--- src/sv/length_prefix_deframer_macros.svh ---
// Assertion macros shared by the deframer RTL.
`ifndef LENGTH_PREFIX_DEFRAMER_MACROS_SVH
`define LENGTH_PREFIX_DEFRAMER_MACROS_SVH

// Check cons in the same cycle as ante.
`define LPD_ASSERT_NOW(label, ante, cons, msg) \
   label: assert property (@(posedge clock) disable iff (reset) (ante) |-> (cons)) \
      else $error(msg);

// Check cons in the cycle after ante.
`define LPD_ASSERT_NEXT(label, ante, cons, msg) \
   label: assert property (@(posedge clock) disable iff (reset) (ante) |=> (cons)) \
      else $error(msg);

`endif

--- src/sv/lpd_pkg.sv ---
// Types and constants of the length-prefix deframer.
package lpd_pkg;

   localparam int unsigned BYTE_W   = 8;
   localparam int unsigned LEN_W    = 32;
   localparam int unsigned KIND_W   = 2;
   localparam int unsigned HDR_CNT_W = 2;
   localparam int unsigned HDR_BYTES = 4;

   localparam logic [HDR_CNT_W-1:0] HDR_LAST_IDX = HDR_CNT_W'(HDR_BYTES - 1);
   localparam logic [LEN_W-1:0]     MAX_LEN_RESET = LEN_W'(1048576);

   // Result kinds
   localparam logic [KIND_W-1:0] KIND_DATA  = KIND_W'(0);
   localparam logic [KIND_W-1:0] KIND_EMPTY = KIND_W'(1);
   localparam logic [KIND_W-1:0] KIND_LIMIT = KIND_W'(2);

   typedef enum logic [2:0] {
      PH_HEADER  = 3'b001,
      PH_PAYLOAD = 3'b010,
      PH_CLOSED  = 3'b100
   } phase_type;

endpackage

--- src/sv/length_prefix_deframer.sv ---
// Top level of the length-prefix deframer: 32-bit big-endian header, byte payload.
// Path: input register, then framing logic, then the output (result) register.
// Throughput: one byte per cycle while results are taken; the header/length counter
// update between the input register and the result register is combinational.
// Reset (synchronous, active high): back to header phase with counters cleared,
// maximum length back to 1048576; a closed channel reopens only through reset.
module length_prefix_deframer (
   input  logic        clock,
   input  logic        reset,
   // Configuration: maximum payload length
   input  logic        csr_wr_en,
   input  logic [31:0] csr_wr_data,
   // Received bytes
   input  logic        req_tvalid,
   output logic        req_tready,
   input  logic [7:0]  req_tdata,   // [7:0] rx_byte
   // Results
   output logic        rsp_tvalid,
   input  logic        rsp_tready,
   output logic [7:0]  rsp_tdata,   // [7:0] out_byte
   output logic [1:0]  rsp_tuser,   // [1:0] out_kind
   output logic        rsp_tlast    // out_last
);

   `include "length_prefix_deframer_macros.svh"

   // Configuration register
   logic [lpd_pkg::LEN_W-1:0] max_len_ff;

   // Input stage
   logic                       in_valid_ff;
   logic [lpd_pkg::BYTE_W-1:0] in_byte_ff;

   // Framing state
   lpd_pkg::phase_type            phase_ff, phase_in;
   logic [lpd_pkg::HDR_CNT_W-1:0] hdr_cnt_ff, hdr_cnt_in;
   logic [lpd_pkg::LEN_W-1:0]     len_ff, len_in;

   // Result register
   logic                       out_valid_ff, out_valid_in;
   logic [lpd_pkg::KIND_W-1:0] out_kind_ff, out_kind_in;
   logic [lpd_pkg::BYTE_W-1:0] out_byte_ff, out_byte_in;
   logic                       out_last_ff, out_last_in;

   logic                       out_free;
   logic                       step;
   logic [lpd_pkg::LEN_W-1:0]  hdr_len;
   logic                       res_valid;

   // The result register can take a new value when empty or being drained.
   assign out_free   = !out_valid_ff || rsp_tready;
   // The buffered byte is processed whenever the result register can follow.
   assign step       = in_valid_ff && out_free;
   assign req_tready = !in_valid_ff || out_free;

   assign rsp_tvalid = out_valid_ff;
   assign rsp_tdata  = out_byte_ff;
   assign rsp_tuser  = out_kind_ff;
   assign rsp_tlast  = out_last_ff;

   // Shift the new byte in below the bytes gathered so far (most significant first).
   assign hdr_len = {len_ff[lpd_pkg::LEN_W-lpd_pkg::BYTE_W-1:0], in_byte_ff};

   always_comb begin
      phase_in    = phase_ff;
      hdr_cnt_in  = hdr_cnt_ff;
      len_in      = len_ff;
      res_valid   = 1'b0;
      out_kind_in = lpd_pkg::KIND_DATA;
      out_byte_in = '0;
      out_last_in = 1'b0;
      case (phase_ff)
         lpd_pkg::PH_HEADER: begin
            len_in = hdr_len;
            if (hdr_cnt_ff != lpd_pkg::HDR_LAST_IDX) begin
               // Still gathering the header: no result.
               hdr_cnt_in = hdr_cnt_ff + 1'b1;
            end else begin
               hdr_cnt_in = '0;
               res_valid  = 1'b0;
               if (hdr_len > max_len_ff) begin
                  // Oversized frame: report once and close until reset.
                  len_in      = '0;
                  phase_in    = lpd_pkg::PH_CLOSED;
                  res_valid   = 1'b1;
                  out_kind_in = lpd_pkg::KIND_LIMIT;
               end else if (hdr_len == '0) begin
                  res_valid   = 1'b1;
                  out_kind_in = lpd_pkg::KIND_EMPTY;
                  out_last_in = 1'b1;
               end else begin
                  phase_in = lpd_pkg::PH_PAYLOAD;
               end
            end
         end
         lpd_pkg::PH_PAYLOAD: begin
            // Forward the byte and count down what is left of the frame.
            len_in      = len_ff - 1'b1;
            res_valid   = 1'b1;
            out_kind_in = lpd_pkg::KIND_DATA;
            out_byte_in = in_byte_ff;
            out_last_in = (len_ff == lpd_pkg::LEN_W'(1));
            if (len_ff == lpd_pkg::LEN_W'(1)) begin
               phase_in = lpd_pkg::PH_HEADER;
            end
         end
         default: begin
            // Closed: drop every byte.
            res_valid = 1'b0;
         end
      endcase
   end

   // Load the result register with this step's result, or empty it once taken.
   assign out_valid_in = out_free ? (step && res_valid) : out_valid_ff;

   always_ff @(posedge clock) begin
      if (reset) begin
         max_len_ff <= lpd_pkg::MAX_LEN_RESET;
      end else if (csr_wr_en) begin
         max_len_ff <= csr_wr_data;
      end
   end

   always_ff @(posedge clock) begin
      if (reset) begin
         in_valid_ff <= 1'b0;
      end else if (req_tready) begin
         in_valid_ff <= req_tvalid;
      end
   end

   always_ff @(posedge clock) begin
      if (req_tready && req_tvalid) begin
         in_byte_ff <= req_tdata;
      end
   end

   always_ff @(posedge clock) begin
      if (reset) begin
         phase_ff   <= lpd_pkg::PH_HEADER;
         hdr_cnt_ff <= '0;
         len_ff     <= '0;
      end else if (step) begin
         phase_ff   <= phase_in;
         hdr_cnt_ff <= hdr_cnt_in;
         len_ff     <= len_in;
      end
   end

   always_ff @(posedge clock) begin
      if (reset) begin
         out_valid_ff <= 1'b0;
      end else begin
         out_valid_ff <= out_valid_in;
      end
   end

   always_ff @(posedge clock) begin
      if (step && res_valid) begin
         out_kind_ff <= out_kind_in;
         out_byte_ff <= out_byte_in;
         out_last_ff <= out_last_in;
      end
   end

   `LPD_ASSERT_NEXT(a_closed_sticky, phase_ff == lpd_pkg::PH_CLOSED, phase_ff == lpd_pkg::PH_CLOSED, "closed channel reopened without reset")
   `LPD_ASSERT_NOW(a_hdr_cnt_phase, hdr_cnt_ff != '0, phase_ff == lpd_pkg::PH_HEADER, "header count set outside header phase")
   `LPD_ASSERT_NOW(a_payload_len, phase_ff == lpd_pkg::PH_PAYLOAD, len_ff != '0, "payload phase with nothing left to forward")
   `LPD_ASSERT_NOW(a_limit_fields, rsp_tvalid && (rsp_tuser == lpd_pkg::KIND_LIMIT), !rsp_tlast && (rsp_tdata == '0), "limit result carries data or last")
   `LPD_ASSERT_NOW(a_ready_when_free, out_free, req_tready, "input stalled while result register free")

endmodule
--- config.mk ---
export PLATFORM = sky130hd
export DESIGN_NAME = length_prefix_deframer
export DESIGN_NICKNAME = d
export VERILOG_FILES = /design/src/sv/lpd_pkg.sv /design/src/sv/length_prefix_deframer.sv
export VERILOG_INCLUDE_DIRS = /design/src /design/src/sv
export SDC_FILE = /design/constraint.sdc
export NUM_CORES = 1
export LEC_CHECK = 0
export ABC_AREA = 1
export ABC_CLOCK_PERIOD_IN_PS = 2000
export CORE_MARGIN = 2
export CORE_UTILIZATION = 40
export DETAILED_ROUTE_END_ITERATION = 8
export DONT_BUFFER_PORTS = 1
export PLACE_DENSITY = 0.61
export SYNTH_ARGS = -nofsm -noshare
export SYNTH_HDL_FRONTEND = slang
export SYNTH_SLANG_ARGS = --single-unit
export TNS_END_PERCENT = 1
--- constraint.sdc ---
create_clock -name clock -period 2 [get_ports clock]
set_input_delay 0.1 -clock clock [delete_from_list [all_inputs] [get_ports clock]]
set_output_delay 0.1 -clock clock [all_outputs]
set_load 0.02 [all_outputs]
==> impl_metrics.env, run 1 <==
export IMPL_run_status="complete, but fails checks"
export IMPL_failed_checks="setup timing"
export IMPL_grt_busiest_layer="met2"
export IMPL_synth_async_sr_flop_share_pct=0
export IMPL_grt_use_met2_pct=37.46
export IMPL_yosysSeqAreaShare_pct=37.83
export IMPL_synth_top_cell_area_share_pct=27.00
export IMPL_antenna_violations_before_repair=0
export IMPL_synth_largest_area_cell="sky130_fd_sc_hd__dfxtp_1"
export IMPL_worst_ep_arrival_time_ps=2120
export IMPL_synth_top_cells_by_count="sky130_fd_sc_hd__inv_1, sky130_fd_sc_hd__a21oi_1, sky130_fd_sc_hd__nand2_1"
export IMPL_dieWidth_um=118.7
export IMPL_gp_congestion=0.8808
export IMPL_syn_to_final_growth_pct=34.17
export IMPL_timing_max_slew_rel_slack_pct=57.42
export IMPL_synthesis_yosys_warnings=0
export IMPL_via_count_of_the_first_global_routing_pass=5057
export IMPL_drt_drc_violations_left=0
export IMPL_instances_no_fill=1011
export IMPL_number_of_levels_the_h_tree_was_split_into=3
export IMPL_mappedNetlistArea_sq_um=5265
export IMPL_cts_tree="done"
export IMPL_final_nets=914
export IMPL_finalClockSkew_ps=10.18
export IMPL_timing_final_max_slew_violations=0
export IMPL_launching_element_type_of_the_critical_path="flip-flop"
export IMPL_fmax_mhz=486.2
export IMPL_grt_setup_unrepaired="yes"
export IMPL_share_of_final_layout_standard_cells_stronger_than_drive_strength_1_pct=22.41
export IMPL_clock_slew_at_the_register_clock_pins_of_the_worst_setup_and_hold_paths_ps=70
export IMPL_routed_via_count=5263
export IMPL_initial_core_util_pct=41.38
export IMPL_port_buffers=0
export IMPL_p_total_uw=5110
export IMPL_avgViaCountPerCell=5.206
export IMPL_post_route_period_util_pct=102.8
export IMPL_synth_most_common_cell="sky130_fd_sc_hd__inv_1"
export IMPL_floorplan_die_area_sq_um=14100
export IMPL_grt_remaining_overflow=0
export IMPL_dp_cells=946
export IMPL_synth_flop_cell="sky130_fd_sc_hd__dfxtp_1"
export IMPL_post_synthesis_cell_count=726
export IMPL_synth_ff_latch_count=90
export IMPL_gr_usage_all_layers_pct=21.16
export IMPL_avgRoutedWirePerCell_um=14.88
export IMPL_synth_nets=806
export IMPL_hold_path_class="input pin to flip-flop"
export IMPL_finalSetupViolCount=11
export IMPL_grt_use_met1_pct=24.58
export IMPL_grt_pass1_wl_um=23760
export IMPL_power_per_cell_area_nw_per_um2=723.4
export IMPL_drtPass1Iterations=5
export IMPL_static_leakage_uw=0.003169
export IMPL_detail_route_antenna_nets=0
export IMPL_detail_route_wirelength_um=15040
export IMPL_worst_ir_drop_vdd_mv=0.5852
export IMPL_core_area_sq_um=12720
export IMPL_drt_initial_drc_count=252
export IMPL_floorplan_row_count=41
export IMPL_hold_slack_ps=86.88
export IMPL_numClockSinks=90
export IMPL_fillers=1193
export IMPL_postLayoutCoreUtil_pct=55.53
export IMPL_crit_fanout=5
export IMPL_clkLatencyLatePin_ps=360
export IMPL_die_h_um=118.7
export IMPL_worst_slack_ps=-56.76
export IMPL_worst_pin_slew_ps=637.9
export IMPL_finalWorstPathRequiredPeriod_ps=2057
export IMPL_critical_path_class="flip-flop to flip-flop"
export IMPL_synth_avg_cell_area_sq_um=7.252
export IMPL_hold_violations=0
export IMPL_nature_of_the_critical_path_endpoint="flip-flop"
export IMPL_numCtsBuffers=9
export IMPL_placement_setup_worst_slack_ps=-245.8
export IMPL_gr_usage_met3_pct=3.668
export IMPL_synth_distinct_cells=38
export IMPL_clock_tree_root_cell="sky130_fd_sc_hd__clkbuf_16"
export IMPL_antenna_cells=0
export IMPL_dpl_hpwl_um=10190
export IMPL_grt_max_degree=62
export IMPL_synth_top_cells_by_area="sky130_fd_sc_hd__dfxtp_1, sky130_fd_sc_hd__edfxtp_1, sky130_fd_sc_hd__a21oi_1"
export IMPL_synth_enable_flop_cells=19
export IMPL_max_cap_viol_count=0
export IMPL_data_required_critical_path_ps=2060
export IMPL_max_clock_path_buffers=2
export IMPL_floorplan_io_pins=58
routing by layer:
| metal | wire, um | vias to the layer above | share of wire [%] |
|---|---|---|---|
| met3 | 822 | 29 | 5.5 |
| met2 | 7700 | 153 | 51 |
| met5 | 0 | - | 0 |
| li1 | - | 2621 | - |
| met1 | 6086 | 2460 | 40 |
| met4 | 433 | 0 | 2.9 |
logic make-up after synthesis:
group / synth area share, %
adder cells (fa/ha/maj): 8.317
XOR/XNOR: 1.664
buffers and inverters: 9.862
flip-flops: 37.83
AO/OA/AOI/OAI: 18.73
AND/OR/NAND/NOR: 23.60
where the power goes:
group,total [uW],switching (uW),internal [uW]
combinational,1340,761,583
clock,1720,727,996
sequential,2040,78.2,1960
sequential cells by signal, summed over array words and instances, names as in the netlist:
register,cells
len_ff,32
in_byte_ff,8
rsp_tdata,8
in_valid_ff,1
max_len_ff,32
rsp_tvalid,1
rsp_tuser,2
rsp_tlast,1
phase_ff,3
hdr_cnt_ff,2
area by class of cell:
type,count,area [sq um],share of cell area [%]
multi-input cells,500,3060,43.32
inverters,106,400.4,5.668
clock buffers,11,242.7,3.436
clock inverters,5,53.80,0.7616
repair inverters,1,7.507,0.1063
repair buffers,126,1091,15.44
well taps,172,215.2,3.046
flip-flops and latches,90,1993,28.21
stage by stage:
stage / cell area [sq um] / setup TNS [ps]
after global placement: 5982 / -4125
final: 7064 / -425.6
after detailed placement: 5982 / -5661
after global routing: 7064 / -2799
after floorplan: 5265 / 0
after CTS: 6804 / -2093
worst max-delay path, stage by stage (launching register included):
cell and delay (ps):
sky130_fd_sc_hd__edfxtp_1 460, sky130_fd_sc_hd__ha_4 320, sky130_fd_sc_hd__nand2_2 50, sky130_fd_sc_hd__inv_2 50, sky130_fd_sc_hd__nand2_1 40, sky130_fd_sc_hd__nand2_1 60
sky130_fd_sc_hd__nand2_2 60, sky130_fd_sc_hd__nand2_2 70, sky130_fd_sc_hd__nand2_2 50, sky130_fd_sc_hd__nand2_2 80, sky130_fd_sc_hd__nand2_2 60, sky130_fd_sc_hd__nand2_4 90
sky130_fd_sc_hd__nand3_2 80, sky130_fd_sc_hd__nand2_2 90, sky130_fd_sc_hd__nand2_4 80, sky130_fd_sc_hd__clkinvlp_4 130
placed cells by master, fill, tap and decap left out, drive strengths merged, types with 3 or more instances in the layout:
cell type    synthesis  final
inv                105    105
nand2              101    101
a21oi              100    100
buf                 10     83
o21ai               82     82
nor2                82     82
dfxtp               71     71
nand3               60     60
dlygate4sd3          0     43
ha                  35     35
edfxtp              19     19
clkbuf              20     11
nor3                 9      9
nand4                8      8
xor2                 8      8
clkinv               1      4
a31oi                3      3
nor4                 3      3
path summary, 6_finish.rpt:
path,slack (ps),from,endpoint,cells past startpoint
worst min register to register,470,max_len_ff[11]$_SDFFE_PP0P_,max_len_ff[11]$_SDFFE_PP0P_,2
worst max register to register,-60,in_byte_ff[3]$_DFFE_PP_,rsp_tdata[1]$_SDFFCE_PN0P_,15
worst max-delay path,-60,in_byte_ff[3]$_DFFE_PP_,rsp_tdata[1]$_SDFFCE_PN0P_,15
worst min-delay path,90,csr_wr_data[31],max_len_ff[31]$_SDFFE_PP0P_,2
what timing repair did:
| action | 4_1_cts | 5_1_grt |
|---|---|---|
| gates cloned | 1 | 0 |
| gates resized for setup | 15 | 50 |
| setup buffers | 2 | 3 |
| pin swaps | 8 | 16 |
| hold buffers | 43 | 0 |
| endpoints found under the hold margin | 46 | 0 |
| setup endpoints to repair | 46 | 50 |
Power figures use the tool's default switching activity.
==> run 2, diff against run 1 <==
--- a/config.mk
+++ b/config.mk
@@ -10,6 +10,7 @@
 export ABC_CLOCK_PERIOD_IN_PS = 2000
 export CORE_MARGIN = 2
 export CORE_UTILIZATION = 40
+export CTS_BUF_LIST = sky130_fd_sc_hd__clkbuf_16
 export DETAILED_ROUTE_END_ITERATION = 8
 export DONT_BUFFER_PORTS = 1
 export PLACE_DENSITY = 0.61
==> run 2 against run 1 <==
Against the previous run: the run still ends with setup timing left; global-route usage is the same; combinational power about the same; sequential cell count is the same; clock-buffer cell count is 2 lower; sequential share of layout area barely moved; fmax down 0.11%; first-iteration DRC count increased by 25%; clock power down 2%; sequential power hardly changed; cell area is 0.11% lower; largest power group unchanged; highest routed layer unchanged.
==> impl_metrics.env, run 2 (synthesis results as in run 1) <==
export IMPL_grt_setup_unrepaired="yes"
export IMPL_fmax_mhz=485.7
export IMPL_critical_path_startpoint="in_byte_ff[3]$_DFFE_PP_"
export IMPL_power_switching_uw=1561
export IMPL_worst_pin_slew_ps=658.7
export IMPL_finalSetupViolCount=11
export IMPL_syn_to_final_growth_pct=34.03
export IMPL_share_comb_of_total_power_pct=26.5
export IMPL_instances_no_fill=1012
export IMPL_worst_slack_ps=-58.99
export IMPL_core_area_sq_um=12720
export IMPL_critical_path_buf_inv_count=2
export IMPL_cpMaxStageDelayCell="sky130_fd_sc_hd__edfxtp_1"
export IMPL_final_common_cell="sky130_fd_sc_hd__inv_1"
export IMPL_regToRegStartpoint="in_byte_ff[3]$_DFFE_PP_"
export IMPL_post_route_period_util_pct=102.9
export IMPL_fillers=1200
export IMPL_power_sequential_fraction_pct=40.4
export IMPL_floorplan_io_pins=58
export IMPL_die_h_um=118.7
export IMPL_gp_congestion=0.8808
export IMPL_max_cap_viol_count=0
export IMPL_floorplan_row_count=41
export IMPL_numCtsBuffers=9
export IMPL_static_leakage_uw=0.003168
export IMPL_initial_core_util_pct=41.38
export IMPL_finalClockSkew_ps=10.87
export IMPL_avgViaCountPerCell=5.215
export IMPL_dpl_instance_area_sq_um=5982
export IMPL_p_total_uw=5062
export IMPL_dieWidth_um=118.7
export IMPL_failed_checks="setup timing"
export IMPL_critical_path_class="flip-flop to flip-flop"
export IMPL_grt_max_degree=62
export IMPL_timing_max_slew_rel_slack_pct=56.04
export IMPL_numClockSinks=90
export IMPL_reg_top3="len_ff x32, max_len_ff x32"
export IMPL_routed_via_count=5278
export IMPL_power_per_cell_area_nw_per_um2=717.3
export IMPL_final_area_sq_um=7057
export IMPL_power_clock_fraction_pct=33.1
export IMPL_postLayoutCoreUtil_pct=55.47
export IMPL_data_required_critical_path_ps=2060
export IMPL_final_nets=914
export IMPL_grt_remaining_overflow=0
export IMPL_launching_element_type_of_the_critical_path="flip-flop"
export IMPL_drt_drc_violations_left=0
export IMPL_via_count_of_the_first_global_routing_pass=5057
export IMPL_share_of_final_layout_standard_cells_stronger_than_drive_strength_1_pct=22.29
export IMPL_clock_slew_at_the_register_clock_pins_of_the_worst_setup_and_hold_paths_ps=70
export IMPL_crit_top_cell="sky130_fd_sc_hd__nand2_2"
export IMPL_nature_of_the_critical_path_endpoint="flip-flop"
export IMPL_hold_path_class="input pin to flip-flop"
export IMPL_floorplan_die_area_sq_um=14100
export IMPL_number_of_levels_the_h_tree_was_split_into=3
export IMPL_critical_path_max_stage_delay_ps=460
export IMPL_min_from="csr_wr_data[31]"
export IMPL_crit_fanout=5
export IMPL_layout_cells_most_common_list="sky130_fd_sc_hd__inv_1, sky130_fd_sc_hd__a21oi_1, sky130_fd_sc_hd__buf_4, sky130_fd_sc_hd__o21ai_0, sky130_fd_sc_hd__nand2_1"
export IMPL_tns_ps=-436.3
export IMPL_run_status="complete, but fails checks"
export IMPL_max_clock_path_buffers=2
export IMPL_worst_ir_drop_vdd_mv=0.5855
export IMPL_cell_internal_pwr_uw=3501
export IMPL_hold_violations=0
export IMPL_ff2ff_setup_slack_ps=-60
export IMPL_avgRoutedWirePerCell_um=14.81
export IMPL_critical_path_cell_chain="ha_4 > nand2_2 > inv_2 > nand2_1 > nand2_1 > nand2_2 > nand2_2 > nand2_2 > nand2_2 > nand2_2 > nand2_4 > nand3_2 > nand2_2 > nand2_4 > clkinvlp_4"
export IMPL_antenna_violations_before_repair=0
export IMPL_detail_route_wirelength_um=14990
export IMPL_fraction_of_power_spent_switching_nets_pct=30.84
export IMPL_drt_initial_drc_count=314
export IMPL_port_buffers=0
export IMPL_detail_route_antenna_nets=0
export IMPL_finalWorstPathRequiredPeriod_ps=2059
export IMPL_gr_usage_all_layers_pct=21.16
export IMPL_drtPass1Iterations=5
export IMPL_timing_final_max_slew_violations=0
export IMPL_dpl_hpwl_um=10190
export IMPL_grt_pass1_wl_um=23760
export IMPL_worst_ep_arrival_time_ps=2120
export IMPL_dp_cells=946
export IMPL_cts_tree="done"
export IMPL_clkLatencyLatePin_ps=360
export IMPL_cell_family_with_most_cp_delay="simple AND/OR/NAND/NOR gates"
export IMPL_clock_tree_root_cell="sky130_fd_sc_hd__clkbuf_16"
[run 2: changes by cell type in the layout (fill, tap and decap cells not counted), sizes merged]
cell,change
clkbuf,-2
clkinv,+1
diode,+1
inv,+1
[run 2: final timing paths]
check / cells past startpoint / end
worst max-delay path: 15 / rsp_tdata[1]$_SDFFCE_PN0P_
worst min-delay path: 2 / max_len_ff[31]$_SDFFE_PP0P_
worst max register to register: 15 / rsp_tdata[1]$_SDFFCE_PN0P_
worst min register to register: 2 / max_len_ff[11]$_SDFFE_PP0P_
[run 2: stage by stage]
step                hold slack, ps  worst slack (ps)
floorplan                    198.9             26.14
global placement             171.6            -200.6
detailed placement           175.3            -245.8
CTS                          63.97            -82.87
global route                 112.2            -135.9
finish                       86.90            -58.99
[run 2: power by group through the flow]
| stage | clock (uW) | sequential (uW) | combinational, uW |
|---|---|---|---|
| CTS | 1710 | 2040 | 1220 |
| global route | 1770 | 2050 | 1500 |
| floorplan | 0 | 2090 | 713 |
| detailed placement | 0 | 2080 | 1120 |
| global placement | 0 | 2070 | 1090 |
| finish | 1680 | 2040 | 1340 |
[run 2: layer usage]
layer	vias up	GRT usage, %	share of wire, %
met5	-	0	0
met4	0	10.12	3.4
met3	29	3.668	5.5
met2	155	37.46	51
met1	2471	24.58	40
li1	2623	-	-
[run 2: worst reg2reg max path, cell delays in order (launching register included)]
cell	delay (ps)
sky130_fd_sc_hd__edfxtp_1	460
sky130_fd_sc_hd__ha_4	320
sky130_fd_sc_hd__nand2_2	50
sky130_fd_sc_hd__inv_2	50
sky130_fd_sc_hd__nand2_1	40
sky130_fd_sc_hd__nand2_1	60
sky130_fd_sc_hd__nand2_2	60
sky130_fd_sc_hd__nand2_2	70
sky130_fd_sc_hd__nand2_2	50
sky130_fd_sc_hd__nand2_2	80
sky130_fd_sc_hd__nand2_2	60
sky130_fd_sc_hd__nand2_4	90
sky130_fd_sc_hd__nand3_2	80
sky130_fd_sc_hd__nand2_2	90
sky130_fd_sc_hd__nand2_4	80
sky130_fd_sc_hd__clkinvlp_4	130
[run 2: area by class of cell]
type | count | area (sq um) | share of cell area, %
Timing Repair inverter | 1 | 7.507 | 0.1064
Inverter | 106 | 400.4 | 5.674
Clock inverter | 7 | 61.31 | 0.8688
Antenna cell | 1 | 2.502 | 0.03546
Multi-Input combinational cell | 500 | 3060 | 43.37
Timing Repair Buffer | 126 | 1091 | 15.46
Clock buffer | 9 | 225.2 | 3.191
Sequential cell | 90 | 1993 | 28.24
Tap cell | 172 | 215.2 | 3.050
[run 2: timing repair]
action / in CTS / in global routing
resized for setup: 15 / 50
pin swaps: 8 / 16
setup buffers: 2 / 3
cloned: 1 / 0
hold buffers: 43 / 0
endpoints found under the setup margin: 46 / 50
hold endpoints to repair: 46 / 0
==> run 3, diff against run 2 <==
--- a/config.mk
+++ b/config.mk
@@ -6,7 +6,6 @@
 export SDC_FILE = /design/constraint.sdc
 export NUM_CORES = 1
 export LEC_CHECK = 0
-export ABC_AREA = 1
 export ABC_CLOCK_PERIOD_IN_PS = 2000
 export CORE_MARGIN = 2
 export CORE_UTILIZATION = 40
==> run 3 against run 2 <==
Against the previous run: the flow still finishes with violations (setup timing); critical endpoint is now rsp_tdata[6]$_SDFFCE_PN0P_; largest cell class unchanged; sequential cell count stayed put; setup slack worse by 580 ps; clock skew is 2.5 ps lower; largest power group unchanged; register-to-register slack worse by 580 ps; sequential share of layout area is 0.15 points lower; combinational power is 12% lower.
==> impl_metrics.env, run 3 <==
export IMPL_drt_initial_drc_count=363
export IMPL_finalSetupViolCount=50
export IMPL_routed_via_count=4919
export IMPL_grt_remaining_overflow=0
export IMPL_finalClockSkew_ps=8.393
export IMPL_post_route_period_util_pct=131.8
export IMPL_fillers=1057
export IMPL_postLayoutCoreUtil_pct=58.69
export IMPL_worst_slack_ps=-635.1
export IMPL_power_clock_fraction_pct=34.5
export IMPL_floorplan_io_pins=58
export IMPL_critical_path_class="flip-flop to flip-flop"
export IMPL_timing_max_slew_rel_slack_pct=72.18
export IMPL_detail_route_antenna_nets=0
export IMPL_max_clock_path_buffers=2
export IMPL_grt_max_degree=49
export IMPL_port_buffers=0
export IMPL_synth_top_cells_by_count="sky130_fd_sc_hd__nor2_1, sky130_fd_sc_hd__dfxtp_1, sky130_fd_sc_hd__inv_1"
export IMPL_share_comb_of_total_power_pct=24.2
export IMPL_nature_of_the_critical_path_endpoint="flip-flop"
export IMPL_failed_checks="setup timing"
export IMPL_layout_cells_most_common_list="sky130_fd_sc_hd__buf_4, sky130_fd_sc_hd__nor2_1, sky130_fd_sc_hd__dlygate4sd3_1, sky130_fd_sc_hd__dfxtp_1, sky130_fd_sc_hd__inv_1"
export IMPL_clock_tree_root_cell="sky130_fd_sc_hd__clkbuf_16"
export IMPL_post_synthesis_cell_count=584
export IMPL_gr_usage_met3_pct=3.766
export IMPL_synth_nets=664
export IMPL_synth_ff_latch_count=90
export IMPL_synth_top_cell_area_share_pct=28.41
export IMPL_via_count_of_the_first_global_routing_pass=4968
export IMPL_clkLatencyLatePin_ps=350
export IMPL_reg_top3="len_ff x32, max_len_ff x32"
export IMPL_synth_flop_cell="sky130_fd_sc_hd__dfxtp_1"
export IMPL_floorplan_die_area_sq_um=13420
export IMPL_avgRoutedWirePerCell_um=16.29
export IMPL_syn_to_final_growth_pct=42.06
export IMPL_data_required_critical_path_ps=2080
export IMPL_placement_setup_worst_slack_ps=-597.3
export IMPL_synth_most_common_cell="sky130_fd_sc_hd__nor2_1"
export IMPL_grt_busiest_layer="met2"
export IMPL_fmax_mhz=379.5
export IMPL_detail_route_wirelength_um=14760
export IMPL_max_cap_viol_count=0
export IMPL_gr_usage_all_layers_pct=22.36
export IMPL_clock_slew_at_the_register_clock_pins_of_the_worst_setup_and_hold_paths_ps=70
export IMPL_die_h_um=115.8
export IMPL_worst_pin_slew_ps=413.5
export IMPL_dieWidth_um=115.8
export IMPL_static_leakage_uw=0.002848
export IMPL_grt_use_met1_pct=28.77
export IMPL_numCtsBuffers=9
export IMPL_grt_setup_unrepaired="yes"
export IMPL_drt_drc_violations_left=0
export IMPL_worst_ep_arrival_time_ps=2710
export IMPL_synth_distinct_cells=54
export IMPL_power_sequential_fraction_pct=41.3
export IMPL_fraction_of_power_spent_switching_nets_pct=29.45
export IMPL_synth_top_cells_by_area="sky130_fd_sc_hd__dfxtp_1, sky130_fd_sc_hd__edfxtp_1, sky130_fd_sc_hd__ha_1"
export IMPL_timing_final_max_slew_violations=0
export IMPL_cell_internal_pwr_uw=3430
export IMPL_synth_avg_cell_area_sq_um=8.568
export IMPL_initial_core_util_pct=41.31
export IMPL_multi_input_area_sq_um=2919
export IMPL_hold_violations=0
export IMPL_final_common_cell="sky130_fd_sc_hd__buf_4"
export IMPL_tns_ps=-23750
export IMPL_hold_path_class="input pin to flip-flop"
export IMPL_power_switching_uw=1432
export IMPL_core_area_sq_um=12110
export IMPL_synth_enable_flop_cells=19
export IMPL_drtPass1Iterations=5
export IMPL_power_per_cell_area_nw_per_um2=684.0
export IMPL_floorplan_row_count=40
export IMPL_crit_fanout=5
export IMPL_antenna_cells=0
export IMPL_share_of_final_layout_standard_cells_stronger_than_drive_strength_1_pct=21.68
export IMPL_final_seq_area_sq_um=1997
export IMPL_run_status="complete, but fails checks"
export IMPL_synth_largest_area_cell="sky130_fd_sc_hd__dfxtp_1"
export IMPL_worst_ir_drop_vdd_mv=0.3893
export IMPL_mappedNetlistArea_sq_um=5004
export IMPL_antenna_violations_before_repair=0
export IMPL_grt_use_met2_pct=37.47
export IMPL_yosysSeqAreaShare_pct=39.81
export IMPL_number_of_levels_the_h_tree_was_split_into=3
export IMPL_finalWorstPathRequiredPeriod_ps=2635
export IMPL_dpl_hpwl_um=9907
export IMPL_numClockSinks=90
export IMPL_grt_pass1_wl_um=23670
export IMPL_final_nets=813
export IMPL_gp_congestion=0.8728
export IMPL_synth_async_sr_flop_share_pct=0
export IMPL_cts_tree="done"
export IMPL_avgViaCountPerCell=5.429
export IMPL_synthesis_yosys_warnings=0
export IMPL_launching_element_type_of_the_critical_path="flip-flop"
run 3: cell count changes in the layout (fill, tap and decap cells not counted), sizes merged, moves of 32 or more:
cell   previous run  this run
a21oi           100        36
nand2           101        31
inv             106        42
nand3            60        10
mux2i             0        32
o21ai            82        35
run 3: layout make-up:
cell class	instances	area share, %
well taps	168	2.957
clock buffers	9	3.168
clock inverters	7	0.9857
flip-flops and latches	90	28.09
multi-input cells	421	41.07
inverters	38	2.007
repair buffers	173	21.72
run 3: kinds of logic after synthesis:
| kind of cell | after synthesis | share of synthesized area (%) |
|---|---|---|
| adders and majority gates | 35 | 8.752 |
| xor gates and xnor gates | 9 | 1.575 |
| DFF | 90 | 39.81 |
| AOI/OAI and AO/OA | 131 | 16.18 |
| and+or+nand+nor | 214 | 21.73 |
| buffers and inverters | 73 | 5.551 |
| muxes | 32 | 6.402 |
run 3: worst max-delay path: stages, from the launching register on:
cell and delay, ps:
sky130_fd_sc_hd__edfxtp_1 410, sky130_fd_sc_hd__ha_1 320, sky130_fd_sc_hd__nand4_1 150, sky130_fd_sc_hd__a2111o_1 440, sky130_fd_sc_hd__a31oi_1 180, sky130_fd_sc_hd__a31oi_1 70, sky130_fd_sc_hd__buf_4 170, sky130_fd_sc_hd__or2_4 240
sky130_fd_sc_hd__a31oi_4 190, sky130_fd_sc_hd__clkbuf_16 190
run 3: path summary, 6_finish.rpt:
kind / start / to / slack, ps / cells past startpoint
worst max-delay path: in_byte_ff[5]$_DFFE_PP_ / rsp_tdata[6]$_SDFFCE_PN0P_ / -640 / 9
worst min-delay path: reset / max_len_ff[7]$_SDFFE_PP0P_ / 80 / 2
worst max register to register: in_byte_ff[5]$_DFFE_PP_ / rsp_tdata[6]$_SDFFCE_PN0P_ / -640 / 9
worst min register to register: hdr_cnt_ff[1]$_SDFFE_PP0P_ / hdr_cnt_ff[1]$_SDFFE_PP0P_ / 470 / 2
run 3: timing repair:
action,CTS,global route
endpoints found under the setup margin,50,50
resized for setup,6,30
pin swaps,3,11
cloned,0,1
endpoints found under the hold margin,56,0
hold buffers,74,0
buffers inserted,2,1
run 3: metrics by stage:
step	hold WS (ps)	instance area (sq um)	instances	total power, uW
final	82.89	7108	906	4862
after global routing	90.50	7108	906	5065
after CTS	73.11	6945	904	4802
after detailed placement	183.8	5852	812	2959
after global placement	179.8	5852	812	2929
after floorplan	198.9	5027	584	2595
run 3: power by group through the flow:
stage / clock network [uW] / registers [uW] / logic, uW
6_report: 1680 / 2010 / 1180
5_1_grt: 1770 / 2010 / 1290
4_1_cts: 1700 / 2000 / 1100
3_5_place_dp: 0 / 2040 / 918
3_3_place_gp: 0 / 2040 / 893
2_1_floorplan: 0 / 2040 / 554
run 3: routing by layer:
layer	vias to the layer above	part of all wire, %
met4	0	1.7
met3	21	4.3
li1	2405	-
met2	132	48
met5	-	0
met1	2361	46
